[src/rtl/core/tcw_pkg.sv]
// ----------------------------------------------------------------------------
// tcw_pkg
// Shared types and constants of the text console writer: transaction
// payloads, controller/datapath command and status groups, character codes.
// ----------------------------------------------------------------------------
package tcw_pkg;

  // Default screen geometry
  localparam int COLUMNS_DEFAULT = 80;
  localparam int ROWS_DEFAULT    = 25;

  // Character and attribute codes
  localparam logic [7:0]  NEWLINE_CODE     = 8'h0A;
  localparam logic [7:0]  BLANK_CODE       = 8'h20;
  localparam logic [7:0]  TEXT_COLOR_RESET = 8'h07;
  localparam logic [15:0] RESET_CELL       = 16'h0720;

  // Item operation codes
  localparam logic MODE_PUT  = 1'b0;
  localparam logic MODE_READ = 1'b1;

  // Input transaction
  typedef struct packed {
    logic        mode;
    logic [7:0]  char_code;
    logic [10:0] cell_index;
  } item_t;

  // Result transaction
  typedef struct packed {
    logic [10:0] cursor_offset;
    logic [15:0] cell_data;
    logic        scrolled;
  } result_t;

  // Controller to datapath commands
  typedef struct packed {
    logic accept;    // latch item, do put write or read, move cursor
    logic clear_wr;  // post-reset clearing pass, one cell
    logic copy_rd;   // scroll: read source cell one row down
    logic copy_wr;   // scroll: write read cell one row up
    logic blank_wr;  // scroll: blank one cell of the bottom row
  } cmd_t;

  // Datapath to controller status
  typedef struct packed {
    logic will_scroll;  // item at the input scrolls the screen
    logic copy_last;    // counter at last cell of the copy
    logic fill_last;    // counter at last cell of the store
  } sts_t;

endpackage

[src/rtl/core/tcw_ctrl.sv]
// ----------------------------------------------------------------------------
// tcw_ctrl
// Controller state machine: clearing pass, item accept, scroll copy and
// bottom row fill, result strobe.
// ----------------------------------------------------------------------------
module tcw_ctrl (
  input  logic          clk,
  input  logic          rst,
  input  logic          start,
  input  tcw_pkg::sts_t sts,
  output tcw_pkg::cmd_t cmd,
  output logic          busy,
  output logic          done
);

  localparam logic [2:0] S_CLEAR   = 3'd0;
  localparam logic [2:0] S_IDLE    = 3'd1;
  localparam logic [2:0] S_COPY_RD = 3'd2;
  localparam logic [2:0] S_COPY_WR = 3'd3;
  localparam logic [2:0] S_BLANK   = 3'd4;
  localparam logic [2:0] S_RESP    = 3'd5;

  logic [2:0] state;
  logic [2:0] state_next;

  // State register
  always_ff @(posedge clk) begin
    if (rst) begin
      state <= S_CLEAR;
    end else begin
      state <= state_next;
    end
  end

  // Next state and commands
  always_comb begin
    state_next   = state;
    cmd          = '0;
    unique case (state)
      S_CLEAR: begin
        cmd.clear_wr = 1'b1;
        if (sts.fill_last) state_next = S_IDLE;
      end
      S_IDLE: begin
        if (start) begin
          cmd.accept = 1'b1;
          state_next = sts.will_scroll ? S_COPY_RD : S_RESP;
        end
      end
      S_COPY_RD: begin
        cmd.copy_rd = 1'b1;
        state_next  = S_COPY_WR;
      end
      S_COPY_WR: begin
        cmd.copy_wr = 1'b1;
        state_next  = sts.copy_last ? S_BLANK : S_COPY_RD;
      end
      S_BLANK: begin
        cmd.blank_wr = 1'b1;
        if (sts.fill_last) state_next = S_RESP;
      end
      S_RESP: begin
        state_next = S_IDLE;
      end
      default: begin
        state_next = S_IDLE;
      end
    endcase
  end

  assign busy = (state != S_IDLE);
  assign done = (state == S_RESP);

endmodule

[config.mk]
export PLATFORM = sky130hd
export DESIGN_NAME = tcw_ctrl
export DESIGN_NICKNAME = d
export VERILOG_FILES = /design/src/rtl/core/tcw_pkg.sv /design/src/rtl/core/tcw_ctrl.sv
export SDC_FILE = /design/constraint.sdc
export NUM_CORES = 1
export LEC_CHECK = 0
export BUFFER_PORTS_ARGS = -buffer_cell sky130_fd_sc_hd__buf_2
export CAP_MARGIN = 0
export CORE_AREA = 8 8 45 47
export DETAILED_ROUTE_END_ITERATION = 10
export DIE_AREA = 0 0 53 55
export GPL_ROUTABILITY_DRIVEN = 0
export GPL_TIMING_DRIVEN = 0
export PLACE_DENSITY = 0.45
export SYNTH_ARGS = -nofsm -noshare
export SYNTH_HDL_FRONTEND = slang
export SYNTH_SLANG_ARGS = --single-unit
[constraint.sdc]
create_clock -name clk -period 0.95 [get_ports clk]
set_input_delay 0.2375 -clock clk [delete_from_list [all_inputs] [get_ports clk]]
set_output_delay 0.2375 -clock clk [all_outputs]
set_load 0.005 [all_outputs]
Yosys cells after proc, flatten, opt, wreduce, memory -nomap -nowiden. Cells that the tools add are included. Widths: inputs -> output; s select.

Equal/unequal tests: 9. Muxes and demuxes: 12. Reduce and logical (&&, ||, !) cells: 2.

Operators with widths (count): $mux 3 (5); $pmux 3 s5 (1); $eq 3x2->1 const B (2); $eq 3x3->1 const B (2); $mux 1 (6); $ne 2x2->1 const B (3); $eq 3x1->1 const B (1); $logic_not 3->1 (1); $ne 3x1->1 const B (1); $reduce_and 3->1 (1).

Register bits after elaboration: 3. Input bits: 6. Output and inout port bits: 7. Word-level logic and storage cells: 24.

Logic depth before layout (Yosys ltp).
Depth after elaboration: 3. Gate-level depth with buffers: 4. Depth with buffers taken out: 3.

Worst setup path after synthesis. Ideal clock, no wire load.

Kind: reg2reg. From: register state[2]. To: register state[2]. Setup time: 0.087 ns. Arrival time: 0.949 ns. Required time: 0.863 ns. Slack: -0.086 ns. Stages on the path, launching flop included: 5. Path buffers: 1. Clock period less this slack: 1.036 ns. Path through: dfxtp_1 > buf_6 > nor3b_4 > a2bb2oi_2 > o31ai_1.

Cells in the longest elaborated chain, start to end: 3. Elaborated cells between the ends (all ways): 10. Those cells by class: eq/ne (7); mux (1); reduce/logical (2).

Ends and longest elaborated chain: start: declaration (line tcw_ctrl.sv:23) `logic [2:0] state;`; start signal: assignment (line tcw_ctrl.sv:31) `state <= state_next;`; $eq 3x3->1 (tied with other cells) (line tcw_ctrl.sv:39) `unique case (state)`; $ne 2x2->1 (no source line); $reduce_and 3->1 (no source line).

Several ways; a longest one is shown, not always the timed one. A chain may end at the register's enable or synchronous reset.

==> impl_metrics.toml <==
[global_route]
antenna_found_initial = 0
grt_pass1_wl_um = 1480
track_usage_pct = 6.88
grt_overflow = 0
grt_max_degree = 11
grt_pass1_vias = 342

[route]
wl_per_cell_um = 12.7
antenna_left = 0
wl_um = 928
drt_iter0_markers = 8
viasPerCell = 4.44
vias = 324
drt_pass1_iterations = 4
drc = 0

[floorplanning]
die_width_um = 53
num_io_pins = 13
core_area_um2 = 1380
fp-row-count = 14
initial_core_util_pct = 18.3
die_h_um = 55
die_area_um2 = 2920

[synthesis]
synth_fp_nets = 36
synthCells = 30
ys_types = 20
ys_warn_count = 0
syn_area_um2 = 253
yosys-top-cells-area = "dfxtp_1 (24%), and3b_2 (7.9%), nor3b_4 (7.4%), a21oi_1 (5.9%), a2bb2oi_2 (5.9%)"
syn-mean-instance-area_um2 = 8.42
ys_ff_latch = 3
yosysSeqAreaShare_pct = 23.8
yosysTopAreaCellShare_pct = 23.8
yosysTopAreaCell = "dfxtp_1"

[pwr]
vdd_drop_max_mv = 0.368
p_total_uw = 485
leakage_uw = 0.000255
power_density_nw_per_um2 = 908

[placement]
port-buffer-count = 12
hpwlAfterDp_um = 542
dpl_cell_area_um2 = 343

[critical_path]
required_ns = 0.71
rr_startpoint = "state[1]$_SDFFE_PP0P_"
crit_fanout = 7
end_kind = "output pin"
cp.arrival_ns = 1.05
critical_path.startpoint_type = "flip-flop"
critPathKind = "reg -> out"
startpoint = "state[1]$_SDFFE_PP0P_"

[clock_tree]
cts_root_buf = "clkbuf_4"
clock_path_buffers = 2
htree_levels = 1
numClockSinks = 3
clk_latency_ns = 0.22
cts_tree = "built"
clk_pin_slew_worst_paths_ns = 0.03
cts_made_buffers = 3

[sta]
fmax_mhz = 776
worst_pin_slew_ns = 0.221
setup_violations = 10
rsz0062_at_grt = "yes"
period_needed_ns = 1.29
setup_slack_ns = -0.339
maxSlewViolCount = 0
finalCritPeriodShare_pct = 136
finalClockSkew_ns = 0.0000644
holdWs_ns = 0.226
finalHoldViolCount = 0
relSlewSlack_pct = 85.1

[layout]
nFillCells = 147
antenna_cells = 0
final_core_util_pct = 38.6
nNetsFinal = 64
top_register = "state"
largestRegisters = "state: 3 flops"
final_cell_mix = "buf_2 (12), buf_6 (6), buf_4 (6)"
final_common_cell = "buf_2"
largest_reg_flops = 3
syn2layout_area_growth_pct = 111
final_cell_area_um2 = 534
drive_gt1_share_pct = 77.2

[job]
maxCapViolCount = 0

[worst_hold_path]
min_path_type = "in -> reg"
hold_start = "rst"

[outcome]
violations = "negative setup slack"
status = "finished with violations"
## cell type report
cell class	count	area [µm²]	area share, %
Timing Repair Buffer	23	175	32.8
Tap cell	16	20.0	3.75
Clock buffer	4	26.3	4.92
Buffer	3	37.5	7.03
Sequential cell	3	68.8	12.9
Multi-Input combinational cell	23	203	37.9
Inverter	1	3.75	0.703
## layer usage
metal | up-vias | routed length [µm] | GRT usage (%)
li1 | 165 | - | -
met2 | 6 | 532 | 13.5
met5 | - | 0 | 0
met4 | 0 | 0 | 3.88
met3 | 0 | 29 | 2.41
met1 | 153 | 366 | 5.92
## logic make-up (layout without fill, tap and decap cells)
| kind of cell | count (synthesis) | count (layout) | synth area share [%] |
|---|---|---|---|
| simple gates | 16 | 16 | 44.1 |
| compound gates | 7 | 7 | 21.3 |
| buf+inv | 4 | 31 | 10.9 |
| flops | 3 | 3 | 23.8 |
## worst max-delay path: stages (launching register included)
cell and delay (ns):
dfxtp_4 0.35, buf_6 0.13, nor2_4 0.09, and3_1 0.15, buf_2 0.11
## through the flow
stage,worst slack [ns],cells,TNS (ns)
after CTS,-0.334,70,-2.91
after detailed placement,-0.179,58,-1.27
after global placement,-0.188,58,-1.25
after global routing,-0.374,73,-3.34
final,-0.339,73,-2.88
after floorplan,-0.0833,30,-0.222
## power by group
group / leakage, µW / internal [µW] / switching, µW
sequential: 0.0000263 / 129 / 11.8
combinational: 0.000213 / 77.6 / 53.5
clock: 0.0000150 / 157 / 56.2
## path summary, 6_finish.rpt
path | to | slack (ns) | cells past startpoint
setup / recovery | cmd[4] | -0.34 | 4
setup reg to reg | state[2]$_SDFFE_PP0P_ | -0.31 | 6
hold / removal | state[0]$_SDFFE_PP0P_ | 0.23 | 2
hold reg to reg | state[1]$_SDFFE_PP0P_ | 0.61 | 3
## synthesized netlist by cell type
cell and n:
a21oi_1 3, inv_1 1, a211oi_1 1, buf_2 1
nor3b_4 1, nor2_1 3, and3b_1 1, and3b_2 2
nor3_1 2, buf_4 1, and3_1 1, nand2_1 3
a2bb2oi_2 1, a311oi_1 1, o31ai_1 1, dfxtp_1 3
buf_6 1, nor3b_1 1, nor4_1 1, and4b_2 1
## what timing repair did
action	CTS	global route
endpoints found under the setup margin	10	10
pin swaps	6	3
setup buffers	7	2
hold buffers	0	0
cloned	1	1
resized for setup	14	4
Power figures use the tool's default switching activity.
